$ cat config.mk
export PLATFORM = sky130hd
export DESIGN_NAME = heq_div
export DESIGN_NICKNAME = d
export VERILOG_FILES = /design/src/hdl/heq_pkg.sv /design/src/hdl/heq_div.sv
export SDC_FILE = /design/constraint.sdc
export NUM_CORES = 1
export LEC_CHECK = 0
export BUFFER_PORTS_ARGS = -buffer_cell sky130_fd_sc_hd__buf_2
export CAP_MARGIN = 5
export CORE_AREA = 2 2 101 142
export CTS_BUF_LIST = sky130_fd_sc_hd__clkbuf_4 sky130_fd_sc_hd__clkbuf_8
export CTS_CLUSTER_DIAMETER = 30
export DETAILED_ROUTE_END_ITERATION = 10
export DIE_AREA = 0 0 103 144
export GPL_TIMING_DRIVEN = 0
export PLACE_DENSITY = 0.54
export SLEW_MARGIN = 20
export SYNTH_ARGS = -nofsm -noshare
export SYNTH_HDL_FRONTEND = slang
export SYNTH_SLANG_ARGS = --single-unit
$ cat constraint.sdc
create_clock -name clk -period 4.15 [get_ports clk]
set_input_delay 0.415 -clock clk [delete_from_list [all_inputs] [get_ports clk]]
set_output_delay 0.415 -clock clk [all_outputs]
set_load 0.02 [all_outputs]
$ cat src/hdl/heq_pkg.sv
`timescale 1ns / 1ps
// ----------------------------------------------------------------------------
// Histogram equalizer package
// Shared default sizes and the pixel width of the histogram equalizer.
// ----------------------------------------------------------------------------
package heq_pkg;

    // Default pixel budget of one image and number of gray levels.
    localparam int DEF_MAX_PIXELS = 262144;
    localparam int DEF_LEVELS     = 256;

    // Width of the pixel and of one mapping table entry.
    localparam int PIXEL_W = 8;

endpackage

$ cat src/hdl/heq_div.sv
`timescale 1ns / 1ps
// ----------------------------------------------------------------------------
// Histogram equalizer divider
// Restoring divider that yields one quotient bit per cycle.
// ----------------------------------------------------------------------------
module heq_div #(
    parameter int MAX_PIXELS = heq_pkg::DEF_MAX_PIXELS,
    parameter int LEVELS     = heq_pkg::DEF_LEVELS
) (
    input  logic                                              clk,
    input  logic                                              rst_n,
    input  logic                                              start,
    input  logic [$clog2(MAX_PIXELS+1)+$clog2(LEVELS):0]      numer,
    input  logic [$clog2(MAX_PIXELS+1):0]                     denom,
    output logic                                              done,
    output logic [(($clog2(LEVELS) > heq_pkg::PIXEL_W) ?
                   $clog2(LEVELS) : heq_pkg::PIXEL_W)-1:0]   quot
);
    import heq_pkg::*;

    localparam int CW  = $clog2(MAX_PIXELS + 1);
    localparam int LW  = $clog2(LEVELS);
    localparam int RW  = CW + LW + 1;
    localparam int QW  = (LW > PIXEL_W) ? LW : PIXEL_W;
    localparam int CNW = $clog2(LW + 1);

    logic [RW-1:0]  rem_reg;
    logic [RW-1:0]  dsr_reg;
    logic [QW-1:0]  q_reg;
    logic [CNW-1:0] cnt_reg;
    logic           done_reg;
    logic           fits;

    // The quotient is known to stay below LEVELS, so the divisor starts
    // aligned to the top quotient bit.
    assign fits = (rem_reg >= dsr_reg);

    always_ff @(posedge clk or negedge rst_n)
    begin
        if (!rst_n)
        begin
            cnt_reg  <= '0;
            done_reg <= 1'b0;
        end
        else
        begin
            done_reg <= 1'b0;
            if (start)
            begin
                cnt_reg <= CNW'(LW);
            end
            else if (cnt_reg != '0)
            begin
                cnt_reg <= cnt_reg - 1'b1;
                if (cnt_reg == CNW'(1))
                begin
                    done_reg <= 1'b1;
                end
            end
        end
    end

    always_ff @(posedge clk)
    begin
        if (start)
        begin
            rem_reg <= numer;
            dsr_reg <= RW'({1'b0, denom}) << (LW - 1);
            q_reg   <= '0;
        end
        else if (cnt_reg != '0)
        begin
            if (fits)
            begin
                rem_reg <= rem_reg - dsr_reg;
            end
            dsr_reg <= dsr_reg >> 1;
            q_reg   <= {q_reg[QW-2:0], fits};
        end
    end

    assign done = done_reg;
    assign quot = q_reg;

endmodule

==> results.json, run 1 <==
{
  "status": "completed",
  "max_stage_delay_ns": 0.58,
  "antenna_cells": 0,
  "r2r-start": "rem_reg[0]",
  "ys_top_cells_by_area": "edfxtp_1, ha_1, nand2_1",
  "nets": 683,
  "overflow": 0,
  "powerDensity_nw_per_um2": 821,
  "crit_buf_inv": 3,
  "antenna_found_initial": 0,
  "dp.cells": 774,
  "largest_reg_flops": 28,
  "arrival_ns": 3.87,
  "syn_area_um2": 4650,
  "die_x_um": 103,
  "period_share": 0.903,
  "synth_flop_cell": "edfxtp_1",
  "place_area_um2": 5220,
  "synth_area_leader_cell": "edfxtp_1",
  "synth_seq_cells": 68,
  "slew_violations": 0,
  "power.leakage_uw": 0.00221,
  "cts.clk_slew.worst_paths_ns": 0.08,
  "worst-slew-pin-transition_ns": 0.881,
  "setup_tns_ns": 0,
  "clock_latency_ns": 0.36,
  "drt_iter0_drc": 161,
  "crit_family": "compound AO/OA/AOI/OAI gates",
  "core_area_um2": 13700,
  "vias_per_cell": 5.34,
  "syn_area_per_cell_um2": 8.79,
  "synthCells": 529,
  "slowest_stage": "o21ai_0",
  "cts_sinks": 68,
  "grt_max_degree": 21,
  "min_path_type": "in -> reg",
  "rsz0062_at_grt": "false",
  "finClkSkew_ns": 0.00638,
  "required_ns": 4.27,
  "hold_slack_ns": 0.331,
  "worstSetupStartpoint": "rem_reg[0]",
  "ys.warnings.count": 0,
  "dr.pass1.iters": 6,
  "cts_buffers": 9,
  "grt_use_total": 0.197,
  "synth.distinct_cells": 72,
  "start_util": 0.341,
  "cts_max_level": 3,
  "synthesis.nets": 611,
  "stdcell_area_um2": 5430,
  "min_period_ns": 3.75,
  "die-area_um2": 14800,
  "end_kind": "flip-flop",
  "synth_edf_count": 48,
  "drc": 0,
  "area_delta_synth_final_pct": 16.8,
  "row_count": 51,
  "clockBufferDepth": 2,
  "synth.most_common_cell": "nand2_1",
  "ctsResizeCount": 0,
  "ctsRootBufferMaster": "clkbuf_8",
  "hold_violations": 0,
  "detail_route.wl_per_cell_um": 18.0,
  "grt_pass1_vias": 4203,
  "startpoint_type": "flip-flop",
  "pre_cts_ws_ns": 0.472,
  "worstPathCellList": "inv_1 > ha_1 > inv_1 > fa_1 > a211oi_1 > o21ai_0 > a21oi_2 > a21oi_1 > o21ai_0 > a32oi_4 > buf_16",
  "relSlewSlack": 0.411,
  "num_vias": 4226,
  "totalWireLength_um": 14200,
  "antenna_left": 0,
  "ir_worst_vdd_uv": 345,
  "gp_congestion": 0.887,
  "maxCapViolCount": 0,
  "ys_seq_area_frac": 0.401,
  "setup_violations": 0,
  "drive_above_1_share": 0.175,
  "path_max_fanout": 16,
  "fillers": 1449,
  "max_freq_ghz": 0.267,
  "portBuffers": 59,
  "synthArstFlopShare": 0.0735,
  "boundaryPins": 60,
  "hp-start": "denom[8]",
  "post-dp-hpwl_um": 10800,
  "worst_slack_ns": 0.402,
  "critPathKind": "reg -> reg",
  "synth_common_cells": "nand2_1, edfxtp_1, a21oi_1, inv_1, o21ai_0",
  "finalNonFillerCells": 791,
  "die-height_um": 144,
  "grt_pass1_wl_um": 22000,
  "synth.top_cell.area_share": 0.310,
  "tritoncts": "yes"
}
[power breakdown]
part | internal (uW) | leakage [uW] | switching [uW]
Clock | 308 | 0.000108 | 281
Sequential | 1070 | 0.000695 | 98.5
Combinational | 1030 | 0.00141 | 1680
[tightest hold or removal path, delay by kind of cell]
kind / cells / cell delay [ns]
buffers and inverters: 1 / 0.07
and+or+nand+nor: 1 / 0.05
AOI/OAI and AO/OA: 1 / 0.05
[kinds of logic after synthesis]
group,count (synthesis),synth area share
and+or+nand+nor,187,0.187
DFF,68,0.401
xor gates and xnor gates,11,0.0207
buffers and inverters,66,0.0608
AOI/OAI and AO/OA,162,0.236
muxes,4,0.00915
adders and majority gates,31,0.0850
[metal layers]
layer | wire length [um] | track usage | up-vias
met5 | 0 | 0 | -
li1 | - | - | 2079
met1 | 5850 | 0.232 | 2009
met4 | 308 | 0.0623 | 0
met3 | 529 | 0.0309 | 21
met2 | 7510 | 0.360 | 117
[area by class of cell]
type,count,area (um2),area share
buffer,28,140,0.0258
clock buffer,12,153,0.0281
clock inverter,4,47.5,0.00875
inverter,38,143,0.0262
multi-input combinational,395,2520,0.464
sequential,68,1870,0.344
tap,185,231,0.0426
timing repair buffer,61,333,0.0612
[per-stage QoR]
step	power, uW	util
floorplan	3160	-
global placement	3770	0.379
detailed placement	3850	0.383
CTS	4450	0.398
global route	4830	0.398
finish	4460	0.398
[cells in the final DEF, fill, tap and decap left out, types with 10 or more instances in the layout]
cell type | Yosys | layout
ha_1 | 30 | 30
a21oi_1 | 46 | 46
o31ai_1 | 24 | 24
buf_2 | 4 | 63
inv_1 | 38 | 38
nor2_1 | 30 | 30
nand2_1 | 95 | 95
clkbuf_1 | 11 | 11
clkbuf_8 | 0 | 10
nor3_1 | 10 | 10
edfxtp_1 | 48 | 48
dfxtp_1 | 15 | 15
o21ai_0 | 34 | 34
[worst paths after layout]
| path | cells after the start | endpoint | slack [ns] |
|---|---|---|---|
| min reg2reg | 2 | quot[7] | 0.46 |
| min in group asynchronous | 2 | done | 0.40 |
| max | 11 | rem_reg[16] | 0.40 |
| max reg2reg | 11 | rem_reg[16] | 0.40 |
| max in group asynchronous | 2 | cnt_reg[0] | 3.61 |
| min | 3 | dsr_reg[15] | 0.33 |
[timing repair]
| action | CTS | global route |
|---|---|---|
| hold buffers | 1 | 0 |
| endpoints found under the hold margin | 5 | 0 |
| buffers inserted | 0 | 0 |
| endpoints found under the setup margin | 0 | 0 |
Power figures use the tool's default switching activity.
==> run 2, diff against run 1 <==
--- a/config.mk
+++ b/config.mk
@@ -8,7 +8,6 @@
 export BUFFER_PORTS_ARGS = -buffer_cell sky130_fd_sc_hd__buf_2
 export CAP_MARGIN = 5
 export CORE_AREA = 2 2 101 142
-export CTS_BUF_LIST = sky130_fd_sc_hd__clkbuf_4 sky130_fd_sc_hd__clkbuf_8
 export CTS_CLUSTER_DIAMETER = 30
 export DETAILED_ROUTE_END_ITERATION = 10
 export DIE_AREA = 0 0 103 144
==> results.json, run 2 (same netlist as run 1, synthesis figures left out) <==
{
  "ctsResizeCount": 0,
  "layout_commonest_cell": "nand2_1",
  "vias_per_cell": 5.35,
  "cts_buffers": 9,
  "period_share": 0.908,
  "relSlewSlack": 0.412,
  "worst_slack_ns": 0.381,
  "clockBufferDepth": 2,
  "grt_pass1_wl_um": 22000,
  "boundaryPins": 60,
  "setup_violations": 0,
  "tritoncts": "yes",
  "core_area_um2": 13700,
  "required_ns": 4.24,
  "largest_reg_flops": 28,
  "critPathKind": "reg -> reg",
  "gp_congestion": 0.887,
  "worstHoldPathCells": 3,
  "rr_worst_depth": 11,
  "path_max_fanout": 16,
  "finalNonFillerCells": 791,
  "drive_above_1_share": 0.172,
  "final_cell_mix": "nand2_1, buf_2, edfxtp_1",
  "antenna_cells": 0,
  "dr.pass1.iters": 5,
  "dp.cells": 774,
  "slew_violations": 0,
  "cts.clk_slew.worst_paths_ns": 0.06,
  "holdPathEnd": "dsr_reg[17]",
  "ff2ff_setup_slack_ns": 0.38,
  "multi_input_area_um2": 2520,
  "hold_violations": 0,
  "antenna_left": 0,
  "max_stage_delay_ns": 0.59,
  "grt_max_degree": 21,
  "min_path_type": "in -> reg",
  "startpoint_type": "flip-flop",
  "num_vias": 4231,
  "clock_latency_ns": 0.34,
  "die-height_um": 144,
  "end_kind": "flip-flop",
  "ctsRootBufferMaster": "clkbuf_16",
  "cts_sinks": 68,
  "worstPathCellList": "inv_1 > ha_1 > inv_1 > fa_1 > a211oi_1 > o21ai_0 > a21oi_2 > a21oi_1 > o21ai_0 > a32oi_4 > buf_16",
  "rr_endpoint": "rem_reg[16]",
  "hp-start": "denom[10]",
  "start_util": 0.341,
  "drc": 0,
  "maxCapViolCount": 0,
  "max_freq_ghz": 0.265,
  "die-area_um2": 14800,
  "drt_iter0_drc": 163,
  "ir_worst_vdd_uv": 338,
  "r2r-start": "rem_reg[0]",
  "overflow": 0,
  "slowest_stage": "o21ai_0",
  "nets": 683,
  "min_period_ns": 3.77,
  "portBuffers": 59,
  "detail_route.wl_per_cell_um": 17.9,
  "rsz0062_at_grt": "false",
  "post-dp-hpwl_um": 10800,
  "powerDensity_nw_per_um2": 838,
  "worst-slew-pin-transition_ns": 0.880,
  "power.leakage_uw": 0.00225,
  "arrival_ns": 3.86,
  "totalWireLength_um": 14100,
  "status": "completed",
  "area_delta_synth_final_pct": 18.8,
  "regArea_um2": 1870,
  "die_x_um": 103,
  "grt_pass1_vias": 4203,
  "grt_use_total": 0.197,
  "row_count": 51,
  "cts_max_level": 3,
  "finClkSkew_ns": 0.00632,
  "pre_cts_ws_ns": 0.472,
  "fillers": 1438,
  "antenna_found_initial": 0
}
## run 2: where the power goes
group	internal, uW	switching (uW)	leakage, uW
sequential	1070	97.8	0.000695
clock	458	309	0.000146
combinational	1030	1670	0.00141
## run 2: metrics by stage
step           utilization  setup TNS (ns)  hold slack, ns  area, um2  total power (uW)
4_1_cts              0.404               0           0.355       5520              4630
5_1_grt              0.404               0           0.367       5520              5000
3_3_place_gp         0.379          -26.61           0.240       5180              3770
2_1_floorplan            -               0           0.119       4650              3160
3_5_place_dp         0.383               0           0.243       5220              3850
6_report             0.404               0           0.357       5520              4630
## run 2: area by class of cell
cell class / count / area share
inverters: 38 / 0.0258
clock inverters: 3 / 0.00317
well taps: 185 / 0.0419
clock buffers: 13 / 0.0492
repair buffers: 61 / 0.0603
plain buffers: 28 / 0.0254
multi-input cells: 395 / 0.456
flip-flops and latches: 68 / 0.338
## run 2: per-layer routing
layer  GRT usage  vias to the layer above  part of all wire
met5           0                        -                 0
met3      0.0237                       25             0.034
met2       0.364                      103              0.53
met1       0.231                     2021              0.41
met4      0.0665                        0             0.023
li1            -                     2082                 -
## run 2: how the worst max path moves through the flow
stage | endpoint | start | slack (ns) | depth (start not counted)
after global placement | rem_reg[19] | rem_reg[0] | -0.95 | 10
after global routing | rem_reg[17] | rem_reg[0] | 0.29 | 11
after CTS | rem_reg[17] | rem_reg[0] | 0.43 | 11
after detailed placement | rem_reg[19] | rem_reg[0] | 0.47 | 11
final | rem_reg[16] | rem_reg[0] | 0.38 | 11
after floorplan | rem_reg[0] | rem_reg[13] | 0.53 | 7
## run 2: repair_timing
item	4_1_cts	5_1_grt
hold endpoints to repair	5	0
hold buffers	1	0
buffers inserted	0	0
## run 2: critical path, delay by kind of cell, from the launching register on
family	cells	cell delay (ns)
AOI/OAI and AO/OA	6	2.13
adders and majority gates	2	0.60
buffers and inverters	3	0.42
DFF	1	0.37
==> run 3, diff against run 2 <==
--- a/config.mk
+++ b/config.mk
@@ -5,12 +5,13 @@
 export SDC_FILE = /design/constraint.sdc
 export NUM_CORES = 1
 export LEC_CHECK = 0
+export ABC_AREA = 1
 export BUFFER_PORTS_ARGS = -buffer_cell sky130_fd_sc_hd__buf_2
 export CAP_MARGIN = 5
-export CORE_AREA = 2 2 101 142
+export CORE_AREA = 2 2 104 146
 export CTS_CLUSTER_DIAMETER = 30
 export DETAILED_ROUTE_END_ITERATION = 10
-export DIE_AREA = 0 0 103 144
+export DIE_AREA = 0 0 106 148
 export GPL_TIMING_DRIVEN = 0
 export PLACE_DENSITY = 0.54
 export SLEW_MARGIN = 20
==> constraint.sdc (replaced) <==
create_clock -name clk -period 4.8 [get_ports clk]
set_input_delay 0.48 -clock clk [delete_from_list [all_inputs] [get_ports clk]]
set_output_delay 0.48 -clock clk [all_outputs]
set_load 0.02 [all_outputs]
==> results.json, run 3 <==
{
  "max_stage_delay_ns": 0.45,
  "layout_commonest_cell": "nand2_1",
  "vias_per_cell": 4.58,
  "portBuffers": 58,
  "die-area_um2": 15700,
  "overflow": 0,
  "clock_latency_ns": 0.35,
  "period_share": 0.568,
  "powerDensity_nw_per_um2": 699,
  "syn_area_per_cell_um2": 6.97,
  "pre_cts_ws_ns": 2.05,
  "largest_reg_flops": 28,
  "dr.pass1.iters": 5,
  "die_x_um": 106,
  "setup_violations": 0,
  "synth.top_cell.area_share": 0.293,
  "hold_violations": 0,
  "finalNonFillerCells": 970,
  "antenna_cells": 0,
  "synth_common_cells": "nand2_1, inv_1, edfxtp_1, nand3_1, nor2_1",
  "cts_buffers": 9,
  "drc": 0,
  "ctsResizeCount": 0,
  "synth_seq_cells": 68,
  "worstHoldPathCells": 3,
  "grt_use_total": 0.178,
  "detail_route.wl_per_cell_um": 13.6,
  "totalWireLength_um": 13200,
  "critPathMostFrequentCell": "nand2_2",
  "synth_edf_count": 48,
  "final_cell_mix": "nand2_1, inv_1, buf_2",
  "postCtsHoldBufs": 1,
  "nets": 858,
  "grt_pass1_wl_um": 21600,
  "crit_family": "simple AND/OR/NAND/NOR gates",
  "min_period_ns": 2.73,
  "min_path_type": "in -> reg",
  "path_max_fanout": 28,
  "synthesis.nets": 788,
  "clockBufferDepth": 2,
  "start_util": 0.342,
  "synth.most_common_cell": "nand2_1",
  "ff2ff_setup_slack_ns": 2.07,
  "max_freq_ghz": 0.367,
  "slowest_stage": "fa_1",
  "tritoncts": "yes",
  "worst_slack_ns": 2.07,
  "end_kind": "flip-flop",
  "row_count": 52,
  "ys_top_cells_by_area": "edfxtp_1, nand2_1, inv_1",
  "cts.clk_slew.worst_paths_ns": 0.06,
  "required_ns": 4.71,
  "grt_max_degree": 30,
  "slew_violations": 0,
  "maxCapViolCount": 0,
  "ys.warnings.count": 0,
  "synth_flop_cell": "edfxtp_1",
  "power.leakage_uw": 0.00301,
  "crit_buf_inv": 2,
  "ir_worst_vdd_uv": 215,
  "ctsRootBufferMaster": "clkbuf_16",
  "post_cts_buffers": 0,
  "status": "completed",
  "core_area_um2": 14400,
  "syn_area_um2": 4920,
  "rr_worst_depth": 14,
  "grt_pass1_vias": 4415,
  "num_vias": 4446,
  "post-dp-hpwl_um": 10500,
  "area_delta_synth_final_pct": 17.0,
  "cts_max_level": 3,
  "dp.cells": 953,
  "critPathKind": "reg -> reg",
  "arrival_ns": 2.64,
  "drt_iter0_drc": 229,
  "startpoint_type": "flip-flop",
  "antenna_left": 0,
  "cts_sinks": 68,
  "die-height_um": 148,
  "setup_tns_ns": 0,
  "drive_above_1_share": 0.137,
  "worst-slew-pin-transition_ns": 0.761,
  "ys_seq_area_frac": 0.379,
  "boundaryPins": 60,
  "relSlewSlack": 0.491,
  "synthCells": 706,
  "synth.distinct_cells": 38,
  "finClkSkew_ns": 0.00891,
  "gp_congestion": 0.905,
  "crit_cells": 14,
  "rsz0062_at_grt": "false",
  "worstPathCellList": "inv_1 > ha_1 > inv_1 > fa_1 > nand2_1 > nand3_1 > nand3_2 > nand2_2 > nand2_2 > nand2_2 > nand4_1 > nand2_1 > nand2_1 > nand2_2",
  "synth_area_leader_cell": "edfxtp_1",
  "antenna_found_initial": 0,
  "synthArstFlopShare": 0.0735
}
[run 3: cell types whose count changed after synthesis, moves of 8 or more]
cell / before / now
nand2_1: 95 / 274
inv_1: 38 / 125
nand3_1: 9 / 44
a21oi_1: 46 / 17
o31ai_1: 24 / 0
o22ai_1: 3 / 12
a21o_1: 9 / 1
nand2_2: 0 / 8
nor3_1: 10 / 2
[run 3: layer usage]
metal  vias to the layer above  global-route usage  share of wire
met4                         0              0.0638          0.025
met1                      1959               0.205           0.42
met2                        94               0.327           0.51
met3                        27              0.0317          0.040
met5                         -                   0              0
li1                       2366                   -              -
[run 3: path summary, 6_finish.rpt]
path	from	to
hold / removal	denom[19]	dsr_reg[26]
setup / recovery	rem_reg[0]	rem_reg[12]
setup reg to reg	rem_reg[0]	rem_reg[12]
max in group asynchronous	rst_n	cnt_reg[3]
min in group asynchronous	rst_n	done
hold reg to reg	dsr_reg[0]	dsr_reg[0]
[run 3: worst min-delay path: stages]
cell     delay (ns)
buf_2          0.07
nand2_1        0.04
inv_1          0.04
[run 3: metrics by stage]
| stage | hold slack (ns) | cell area [um2] | power, uW | utilization |
|---|---|---|---|---|
| 3_3_place_gp | 0.301 | 5450 | 3360 | 0.379 |
| 6_report | 0.389 | 5760 | 4030 | 0.401 |
| 3_5_place_dp | 0.299 | 5450 | 3380 | 0.379 |
| 5_1_grt | 0.409 | 5760 | 4450 | 0.401 |
| 4_1_cts | 0.382 | 5760 | 4070 | 0.401 |
| 2_1_floorplan | 0.184 | 4920 | 2780 | - |
[run 3: cell type report]
cell class,count,area (um2)
Fill cell,1582,8620
Multi-Input combinational cell,500,2520
Sequential cell,68,1870
Inverter,126,473
Timing Repair Buffer,59,300
Tap cell,189,236
Clock buffer,9,225
Clock inverter,7,73.8
Buffer,12,67.6
[run 3: report_power, final]
| part | leakage [uW] | total, uW | switching, uW | internal (uW) |
|---|---|---|---|---|
| sequential | 0.000698 | 982 | 76.0 | 906 |
| combinational | 0.00216 | 2370 | 1550 | 813 |
| clock | 0.000148 | 679 | 274 | 405 |
| total | 0.00301 | 4030 | 1900 | 2120 |
[run 3: cells by family after synthesis]
| logic type | synth area share |
|---|---|
| DFF | 0.379 |
| adders and majority gates | 0.0803 |
| buffers and inverters | 0.110 |
| and+or+nand+nor | 0.356 |
| xor gates and xnor gates | 0.00712 |
| AOI/OAI and AO/OA | 0.0673 |
